--- src/rtl/assert_macros.svh ---
// Assertion macros shared by the RTL of the encoder outlier filter.
// Needs a clock named clk and a synchronous reset named rst in the using scope.
`ifndef ASSERT_MACROS_SVH
`define ASSERT_MACROS_SVH
`ifndef NO_ASSERTIONS
// checked outside reset
`define ASSERT_CLK(label, prop, msg) \
  label: assert property (@(posedge clk) disable iff (rst) (prop)) else $error(msg);
// checked on every edge, reset included
`define ASSERT_ALWAYS(label, prop, msg) \
  label: assert property (@(posedge clk) (prop)) else $error(msg);
`else
`define ASSERT_CLK(label, prop, msg)
`define ASSERT_ALWAYS(label, prop, msg)
`endif
`endif

--- src/rtl/edof_pkg.sv ---
// Types and constants of the encoder delta outlier filter.
// No dependencies; used by every module of the block.
`default_nettype none

package edof_pkg;

  // re-reads consulted after a fresh read falls outside the gate (0..2)
  localparam int unsigned RETRY_READS = 2;

  localparam int unsigned POS_W    = 32;
  localparam int unsigned TARGET_W = 16;
  localparam int unsigned GATE_W   = 16;
  localparam int unsigned STREAK_W = 8;

  // configuration register indexes
  localparam logic [1:0] REG_MIN_GATE     = 2'd0;
  localparam logic [1:0] REG_GATE_GAIN    = 2'd1;
  localparam logic [1:0] REG_STREAK_LIMIT = 2'd2;

  localparam logic [15:0] MIN_GATE_RST     = 16'd640;
  localparam logic [15:0] GATE_GAIN_RST    = 16'd13107;
  localparam logic [7:0]  STREAK_LIMIT_RST = 8'd3;

  typedef enum logic [1:0] {
    VERDICT_FRESH  = 2'd0,
    VERDICT_REREAD = 2'd1,
    VERDICT_HELD   = 2'd2,
    VERDICT_FORCED = 2'd3
  } verdict_t;

  // per-transaction control computed from the speed targets
  typedef struct packed {
    logic              driving;
    logic [GATE_W-1:0] gate;
  } gate_ctl_t;

endpackage

`default_nettype wire

--- src/rtl/edof_gate.sv ---
// Gate width and driving flag from the two speed targets.
// Depends on edof_pkg.
`default_nettype none

module edof_gate (
  input  wire logic signed [15:0] target_right,
  input  wire logic signed [15:0] target_left,
  input  wire logic        [15:0] min_gate,
  input  wire logic        [15:0] gate_gain,
  output edof_pkg::gate_ctl_t     ctl
);

  logic signed [16:0] tr_ext;
  logic signed [16:0] tl_ext;
  logic        [16:0] mag_r;
  logic        [16:0] mag_l;
  logic        [16:0] mag_max;
  logic        [32:0] prod;
  logic        [15:0] scaled;

  assign tr_ext = {target_right[15], target_right};
  assign tl_ext = {target_left[15], target_left};
  assign mag_r  = tr_ext[16] ? 17'(-tr_ext) : 17'(tr_ext);
  assign mag_l  = tl_ext[16] ? 17'(-tl_ext) : 17'(tl_ext);
  assign mag_max = (mag_r > mag_l) ? mag_r : mag_l;

  // gain is Q0.16; |d|*2^16 <= gain*m  <=>  |d| <= floor(gain*m / 2^16)
  assign prod   = 33'(gate_gain) * 33'(mag_max);
  assign scaled = prod[31:16];

  assign ctl.driving = (|target_right) || (|target_left);
  assign ctl.gate    = (scaled > min_gate) ? scaled : min_gate;

endmodule

`default_nettype wire

--- src/rtl/edof_wheel.sv ---
// One wheel: gate test of fresh read and re-reads, baseline and reject streak.
// Depends on edof_pkg.
`default_nettype none

module edof_wheel (
  input  wire logic                clk,
  input  wire logic                rst,
  input  wire logic                upd,
  input  wire edof_pkg::gate_ctl_t ctl,
  input  wire logic         [7:0]  streak_limit,
  input  wire logic signed  [31:0] fresh,
  input  wire logic signed  [31:0] reread1,
  input  wire logic signed  [31:0] reread2,
  output logic signed       [31:0] pos,
  output edof_pkg::verdict_t       verdict
);

  logic signed [31:0] baseline;
  logic        [7:0]  streak;
  logic        [7:0]  streak_next;
  logic        [7:0]  streak_inc;
  logic               ok0;
  logic               ok1;
  logic               ok2;
  logic               forced;

  function automatic logic in_gate(input logic signed [31:0] rd,
                                   input logic signed [31:0] base,
                                   input logic [15:0] gate);
    logic signed [32:0] d;
    logic        [32:0] mag;
    d   = 33'({rd[31], rd}) - 33'({base[31], base});
    mag = d[32] ? 33'(-d) : 33'(d);
    return mag <= {17'd0, gate};
  endfunction

  assign ok0 = in_gate(fresh, baseline, ctl.gate);
  assign ok1 = (edof_pkg::RETRY_READS >= 1) && in_gate(reread1, baseline, ctl.gate);
  assign ok2 = (edof_pkg::RETRY_READS >= 2) && in_gate(reread2, baseline, ctl.gate);

  // streak saturates at all ones
  assign streak_inc = (&streak) ? streak : streak + 8'd1;
  assign forced     = streak_inc >= streak_limit;

  always_comb begin
    if (!ctl.driving || ok0) begin
      pos         = fresh;
      verdict     = edof_pkg::VERDICT_FRESH;
      streak_next = '0;
    end else if (forced) begin
      pos         = fresh;
      verdict     = edof_pkg::VERDICT_FORCED;
      streak_next = '0;
    end else if (ok1) begin
      pos         = reread1;
      verdict     = edof_pkg::VERDICT_REREAD;
      streak_next = streak_inc;
    end else if (ok2) begin
      pos         = reread2;
      verdict     = edof_pkg::VERDICT_REREAD;
      streak_next = streak_inc;
    end else begin
      pos         = baseline;
      verdict     = edof_pkg::VERDICT_HELD;
      streak_next = streak_inc;
    end
  end

  always_ff @(posedge clk) begin
    if (rst) begin
      baseline <= '0;
      streak   <= '0;
    end else if (upd) begin
      baseline <= pos;
      streak   <= streak_next;
    end
  end

endmodule

`default_nettype wire

--- src/rtl/encoder_delta_outlier_filter.sv ---
// Encoder delta outlier filter, top level: handshake stages, APB registers.
// Path: input register s1, then result register; baselines update as s1 advances.
// Throughput: one transaction per cycle while out_stall does not hold the result.
// Reset (rst, synchronous): both stages empty, baselines and streaks zero,
//   registers min_gate 640, gate_gain 13107, streak_limit 3.
// Depends on edof_pkg, edof_gate, edof_wheel, assert_macros.svh.
`default_nettype none

module encoder_delta_outlier_filter (
  input  wire logic               clk,
  input  wire logic               rst,
  // APB configuration port
  input  wire logic               psel,
  input  wire logic               penable,
  input  wire logic               pwrite,
  input  wire logic        [3:0]  paddr,
  input  wire logic        [31:0] pwdata,
  output logic             [31:0] prdata,
  output logic                    pready,
  // input channel
  input  wire logic               in_valid,
  output logic                    in_stall,
  input  wire logic signed [15:0] target_right,
  input  wire logic signed [15:0] target_left,
  input  wire logic signed [31:0] fresh_right,
  input  wire logic signed [31:0] reread1_right,
  input  wire logic signed [31:0] reread2_right,
  input  wire logic signed [31:0] fresh_left,
  input  wire logic signed [31:0] reread1_left,
  input  wire logic signed [31:0] reread2_left,
  // result channel
  output logic                    out_valid,
  input  wire logic               out_stall,
  output logic signed      [31:0] pos_right,
  output logic signed      [31:0] pos_left,
  output logic             [1:0]  verdict_right,
  output logic             [1:0]  verdict_left,
  output logic                    driving
);

  // ---------------- configuration registers ----------------
  logic [15:0] min_gate;
  logic [15:0] gate_gain;
  logic [7:0]  streak_limit;
  logic        cfg_wr;
  logic [1:0]  cfg_idx;

  assign pready  = 1'b1;
  assign cfg_idx = paddr[3:2];
  assign cfg_wr  = psel && penable && pwrite && pready;

  always_ff @(posedge clk) begin
    if (rst) begin
      min_gate     <= edof_pkg::MIN_GATE_RST;
      gate_gain    <= edof_pkg::GATE_GAIN_RST;
      streak_limit <= edof_pkg::STREAK_LIMIT_RST;
    end else if (cfg_wr) begin
      case (cfg_idx)
        edof_pkg::REG_MIN_GATE:     min_gate     <= pwdata[15:0];
        edof_pkg::REG_GATE_GAIN:    gate_gain    <= pwdata[15:0];
        edof_pkg::REG_STREAK_LIMIT: streak_limit <= pwdata[7:0];
        default: ;  // writes past the register list are dropped
      endcase
    end
  end

  always_comb begin
    case (cfg_idx)
      edof_pkg::REG_MIN_GATE:     prdata = {16'd0, min_gate};
      edof_pkg::REG_GATE_GAIN:    prdata = {16'd0, gate_gain};
      edof_pkg::REG_STREAK_LIMIT: prdata = {24'd0, streak_limit};
      default:                    prdata = '0;
    endcase
  end

  // ---------------- handshake control ----------------
  // s1 holds an accepted transaction; it moves to the result register when
  // that register is empty or being drained this cycle. Baselines update on
  // the same edge, so the next transaction in s1 sees them immediately.
  logic s1_valid;
  logic accept;
  logic advance;

  assign advance  = s1_valid && (!out_valid || !out_stall);
  assign in_stall = s1_valid && out_valid && out_stall;
  assign accept   = in_valid && !in_stall;

  always_ff @(posedge clk) begin
    if (rst) begin
      s1_valid  <= 1'b0;
      out_valid <= 1'b0;
    end else begin
      s1_valid  <= accept || (s1_valid && !advance);
      out_valid <= advance || (out_valid && out_stall);
    end
  end

  // ---------------- input stage ----------------
  // Gate product is formed ahead of s1 so the loop stage is compare/select only.
  edof_pkg::gate_ctl_t in_ctl;
  edof_pkg::gate_ctl_t s1_ctl;
  logic signed [31:0] s1_fresh_r;
  logic signed [31:0] s1_rr1_r;
  logic signed [31:0] s1_rr2_r;
  logic signed [31:0] s1_fresh_l;
  logic signed [31:0] s1_rr1_l;
  logic signed [31:0] s1_rr2_l;

  edof_gate u_gate (
    .target_right (target_right),
    .target_left  (target_left),
    .min_gate     (min_gate),
    .gate_gain    (gate_gain),
    .ctl          (in_ctl)
  );

  always_ff @(posedge clk) begin
    if (accept) begin
      s1_ctl     <= in_ctl;
      s1_fresh_r <= fresh_right;
      s1_rr1_r   <= reread1_right;
      s1_rr2_r   <= reread2_right;
      s1_fresh_l <= fresh_left;
      s1_rr1_l   <= reread1_left;
      s1_rr2_l   <= reread2_left;
    end
  end

  // ---------------- per-wheel filters ----------------
  logic signed [31:0]  pos_r_next;
  logic signed [31:0]  pos_l_next;
  edof_pkg::verdict_t  verdict_r_next;
  edof_pkg::verdict_t  verdict_l_next;

  edof_wheel u_wheel_right (
    .clk          (clk),
    .rst          (rst),
    .upd          (advance),
    .ctl          (s1_ctl),
    .streak_limit (streak_limit),
    .fresh        (s1_fresh_r),
    .reread1      (s1_rr1_r),
    .reread2      (s1_rr2_r),
    .pos          (pos_r_next),
    .verdict      (verdict_r_next)
  );

  edof_wheel u_wheel_left (
    .clk          (clk),
    .rst          (rst),
    .upd          (advance),
    .ctl          (s1_ctl),
    .streak_limit (streak_limit),
    .fresh        (s1_fresh_l),
    .reread1      (s1_rr1_l),
    .reread2      (s1_rr2_l),
    .pos          (pos_l_next),
    .verdict      (verdict_l_next)
  );

  // ---------------- result register ----------------
  always_ff @(posedge clk) begin
    if (advance) begin
      pos_right     <= pos_r_next;
      pos_left      <= pos_l_next;
      verdict_right <= 2'(verdict_r_next);
      verdict_left  <= 2'(verdict_l_next);
      driving       <= s1_ctl.driving;
    end
  end

  // ---------------- assertions ----------------
  logic out_free;
  logic both_fresh;

  assign out_free   = !out_valid || !out_stall;
  assign both_fresh = (verdict_right == 2'(edof_pkg::VERDICT_FRESH)) &&
                      (verdict_left == 2'(edof_pkg::VERDICT_FRESH));

`include "assert_macros.svh"

  `ASSERT_CLK(a_stall_needs_s1, in_stall |-> s1_valid, "input stalled with empty s1")
  `ASSERT_CLK(a_free_out_no_stall, out_free |-> !in_stall, "stall with result reg free")
  `ASSERT_CLK(a_idle_fresh, (out_valid && !driving) |-> both_fresh, "idle with non-fresh verdict")
  `ASSERT_ALWAYS(a_reset_empty, rst |=> (!s1_valid && !out_valid), "stages not empty after reset")

endmodule

`default_nettype wire

--- config.mk ---
export PLATFORM = sky130hd
export DESIGN_NAME = encoder_delta_outlier_filter
export DESIGN_NICKNAME = d
export VERILOG_FILES = /design/src/rtl/edof_pkg.sv /design/src/rtl/edof_gate.sv /design/src/rtl/edof_wheel.sv /design/src/rtl/encoder_delta_outlier_filter.sv
export VERILOG_INCLUDE_DIRS = /design/src /design/src/rtl
export SDC_FILE = /design/constraint.sdc
export NUM_CORES = 2
export LEC_CHECK = 0
export BUFFER_PORTS_ARGS = -buffer_cell sky130_fd_sc_hd__buf_2
export CORE_AREA = 5 5 243 363
export CTS_CLUSTER_DIAMETER = 40
export DETAILED_ROUTE_END_ITERATION = 7
export DIE_AREA = 0 0 248 368
export GPL_TIMING_DRIVEN = 0
export PLACE_DENSITY_LB_ADDON = 0.1
export SLEW_MARGIN = 20
export SYNTH_ARGS = -nofsm -noshare
export SYNTH_HDL_FRONTEND = slang
export SYNTH_SLANG_ARGS = --single-unit
export TNS_END_PERCENT = 100
--- constraint.sdc ---
create_clock -name clk -period 14.5 [get_ports clk]
set_input_delay 0.725 -clock clk [delete_from_list [all_inputs] [get_ports clk]]
set_output_delay 0.725 -clock clk [all_outputs]
set_load 0.005 [all_outputs]
# == Yosys cells after proc, flatten, opt, wreduce, memory -nomap -nowiden ==
# Cells that the tools add are included.
# classes
add_sub_neg,16
mul,1
magnitude_cmp,10
n_eq_ne,2
mux,31
n_reduce_logical,27
# ops
cell,n
2-to-1 mux 32 bit,8
less-or-equal comparator 33 x 16 -> 1 bit,6
2-to-1 mux 33 bit,6
negator 33 bit,6
subtractor 32 x 32 -> 33 bit,6
2-to-1 mux 17 bit,3
2-to-1 mux 8 bit,6
case mux 16 bit (3 select lines),1
negator 16 -> 17 bit,2
multiplier 16 x 17 -> 32 bit,1
OR reduction 16 bit,2
greater-than comparator 17 bit,1
"adder 8 x 1 -> 8 bit, second input constant",2
greater-or-equal comparator 8 bit,2
greater-than comparator 16 bit,1
2-to-1 mux 16 bit,1
AND reduction 8 bit,2
2-to-1 mux 2 bit,6
logical AND 1 bit,8
logical OR 1 bit,6
AND reduction 2 bit,3
zero test 1 bit,5
"equality test 2 x 1 -> 1 bit, second input constant",1
"equality test 2 bit, second input constant",1
zero test 2 bit,1
# word_totals
reg_bits,400
wordCells,109

# == Longest topological paths before layout ==
# depth
ltp_word,8
mapped_depth,53
depth_no_buf,51

# == Cells and area by module ==
# Synthesis repeated with hierarchy kept, for this count alone.
# hier_totals
cells_unflattened,5813
area_unflattened_um2,49682.6
# by_module_without_submodules
mod,instances,cells_per_inst,area_each_um2,seq_area_each_um2
edof_wheel (u_wheel_left),1,2033,14680.3,800.8
edof_wheel (u_wheel_right),1,1990,13917.1,800.8
edof_gate,1,1276,10567.6,0.0
encoder_delta_outlier_filter,1,514,10517.6,9188.8

# == Worst setup path before layout ==
# OpenSTA, ideal clock, no wires.
# synth_path
kind,in2reg
start,input port target_left[0]
end,"register s1_ctl[13] in the netlist's numbering, data pin"
setup_time_ns,0.260
t_arrival_ns,11.488
required_ns,14.240
setup_slack_ns,2.752
cell_stages,46
n_path_buf,5
path_cell_list,inv_1 ha_1 nand2b_1 or4_1 clkbuf_1 o41ai_1 xor2_1 ha_1 nand4_1 or4_1 clkbuf_1 o22ai_1 clkbuf_1 nor2_1 a21oi_1 clkbuf_1 nand2_1 fa_1 (+10 left out) nand2_1 nor2_1 o211ai_1 a311o_1 nand2_1 o211ai_1 nor4_1 o31ai_1 xor2_1 ha_1 a21o_1 a21o_1 a21oi_1 o21ai_0 a21oi_1 a31oi_1 clkbuf_1 mux2_2
# synth_lines
item,line,text
start: declaration,encoder_delta_outlier_filter.sv:24,"input wire logic signed [15:0] target_left,"
end signal: assignment,encoder_delta_outlier_filter.sv:119,s1_ctl <= in_ctl;
end: declaration,encoder_delta_outlier_filter.sv:101,edof_pkg::gate_ctl_t s1_ctl;

==> run_results.csv <==
group,metric,value,unit
logic_synthesis,syn_area_per_cell,8.55,um^2
logic_synthesis,synth-xor-area-share,0.0525,
min_path,hold_path.class,"in -> reg",
run,cap_violations,0,
sta,rsz0062_at_grt,"false",
sta,fin_setup_tns,0,ns
critical_path,crit_path_frequent_cell,"fa_1",
critical_path,startpoint_type,"input port",
floorplanning,die_w,248,um
global_route,grt_max_degree,47,
sta,fmax,72.3,MHz
logic_synthesis,synth_mux_area_frac,0.0447,
logic_synthesis,synth_compound_area_frac,0.210,
clock_network,cts_htree_levels,2,
logic_synthesis,synth_top_family_by_area,"adder cells",
sta,slew_violations,0,
placed_design,place_area,0.0495,mm^2
clock_network,cts_buffers,58,
global_route,grt_use_total,0.336,
layout,fillCellCount,7720,
logic_synthesis,synth-seq-cells,400,
sta,min_period,13.82,ns
floorplanning,core-area,0.0847,mm^2
route,dr.pass1.iters,8,
logic_synthesis,synth_edf_count,278,
floorplanning,die-area,0.0913,mm^2
placed_design,place_congestion,0.985,
route,vias,43500,
logic_synthesis,synth_cell_types,97,
logic_synthesis,synth_top_area_frac,0.181,
critical_path,cp.arrival,14.20,ns
critical_path,critPathSlowestCell,"a21oi_1",
logic_synthesis,yosys.area.top_type,"edfxtp_1",
pwr,p_leak,21.9,nW
sta,fin_ws,0.678,ns
layout,drive_above_1_share,0.105,
placed_design,io_buffers,334,
route,drtIter0Drc,2918,
critical_path,cp-end-kind,"flop",
pwr,power_per_cell_area,235,mW/mm^2
logic_synthesis,synthTopCellsByArea,"edfxtp_1 (18%), ha_1 (12%), fa_1 (9.2%)",
route,totalWireLength,159,mm
layout,synthToLayoutAreaGrowth,11.9,%
clock_network,clock-root-buffer,"clkbuf_16",
critical_path,critPathKind,"in -> reg",
logic_synthesis,synth.most_common_cell,"nand2_1",
clock_network,postCtsHoldBufs,0,
layout,utilization,0.608,
global_route,grt_pass1_wl,241,mm
global_route,overflow,0,
sta,period_share,0.953,
route,drc_errors,0,
logic_synthesis,synth_area,0.0460,mm^2
logic_synthesis,ys_top_cells_by_count,"nand2_1 (515), inv_1 (465), ha_1 (445), a21oi_1 (353), nor2_1 (280)",
layout,final_area,0.0515,mm^2
layout,fin_cells,7003,
route,ant_nets,0,
pwr,ir_drop,0.694,mV
placed_design,hpwlAfterDp,129,mm
global_route,grt_pass1_vias,43400,
floorplanning,num_rows,131,
route,wire_per_inst,22.6,um
clock_network,cts_sinks,400,
clock_network,ctsResizeCount,0,
logic_synthesis,ys.warnings.count,0,
critical_path,crit_fanout,10,
pwr,total_power,12.1,mW
logic_synthesis,ys_seq_area_frac,0.234,
clock_network,clk_pin_slew,0.07,ns
clock_network,worstSkewPairLatency,0.67,ns
critical_path,worst_path_largest_cell_delay,0.93,ns
floorplanning,start_util,0.543,
placed_design,placedCellCount,6892,
floorplanning,die_h,368,um
logic_synthesis,async_reset_ff_frac,0,
logic_synthesis,synthFlopType,"edfxtp_1",
global_route,antenna_found_initial,2,
sta,finalHoldViolCount,0,
placed_design,dp_slack,0.344,ns
layout,nNetsFinal,6746,
logic_synthesis,synthCells,5386,
clock_network,cts_tree,"yes",
sta,slew_headroom,0.193,
route,vias_per_cell,6.21,
clock_network,clk_path_buf_depth,3,
clock_network,post_cts_buffers,0,
sta,worst_pin_slew,1.21,ns
floorplanning,ios,371,
layout,regArea,0.0108,mm^2
outcome,status,"completed",
logic_synthesis,synthAdderAreaFrac,0.213,
sta,holdWs,0.228,ns
critical_path,critical_path_required,14.88,ns
sta,fin_skew,0.0437,ns
layout,multiInputGateArea,0.0326,mm^2
logic_synthesis,yosys.area_share.simple,0.184,
sta,setup_viol,0,
layout by cell type (no fill, tap or decap), types with 147 or more instances in the layout:
master and count:
o21ai_0 250, inv_1 465, clkbuf_1 212, nand3_1 157
and2_1 156, nand2_1 515, a21o_1 150, nor2_1 280
a21oi_1 353, edfxtp_1 278, ha_1 445, mux2i_1 147
fa_1 212, buf_2 348, xnor2_1 170
critical path, delay by kind of cell:
family	cells	cell delay, ns
AOI/OAI and AO/OA	14	4.07
and+or+nand+nor	10	2.18
muxes	1	0.39
adders and majority gates	10	4.28
buffers and inverters	10	2.22
xor gates and xnor gates	2	0.35
layer usage:
layer  wire length [um]  vias up  global-route usage
met5                  0        -                   0
met4              14100        0               0.240
met2              76700     1760               0.582
met3               9700      572              0.0428
li1                   -    20400                   -
met1              58000    20800               0.378
final cells by class:
cell class	count	share of cell area
antenna	1	0.0000486
buffer	258	0.0207
clock buffer	64	0.0292
clock inverter	46	0.0100
inverter	465	0.0339
multi-input combinational	4295	0.633
sequential	400	0.209
tap	1130	0.0274
timing repair buffer	344	0.0366
registers in the layout, indices dropped and copies added (netlist names), 17 cells and up:
name and count:
u_wheel_right.baseline 32, s1_rr1_l 32, s1_rr2_r 32, pos_right 32, s1_rr1_r 32, s1_rr2_l 32
u_wheel_left.baseline 32, s1_fresh_r 32, s1_ctl 17, s1_fresh_l 32, pos_left 32
cells by family after synthesis:
| kind of cell | Yosys count |
|---|---|
| flip-flops | 400 |
| adder cells (fa/ha/maj) | 657 |
| multiplexers | 199 |
| AND/OR/NAND/NOR | 1688 |
| XOR/XNOR | 276 |
| AO/OA/AOI/OAI | 1441 |
| buffers and inverters | 723 |
| other | 2 |
power by group:
part           total [mW]  internal (mW)  leakage, nW  switching, mW
Sequential           1.54           1.46         3.70         0.0768
Clock                1.45          0.820        0.969          0.628
Combinational        9.13           3.75         17.2           5.38
worst paths after layout:
path                                               from                      end  slack, ns  cells after the start
worst max-delay path                     target_left[0]               s1_ctl[13]       0.68                     47
worst min-delay path                    fresh_right[21]           s1_fresh_r[21]       0.23                      1
worst max register to register              s1_rr1_l[4]              pos_left[0]       4.30                     31
worst min register to register  u_wheel_right.streak[6]  u_wheel_right.streak[6]       0.47                      2
Power figures use the tool's default switching activity.
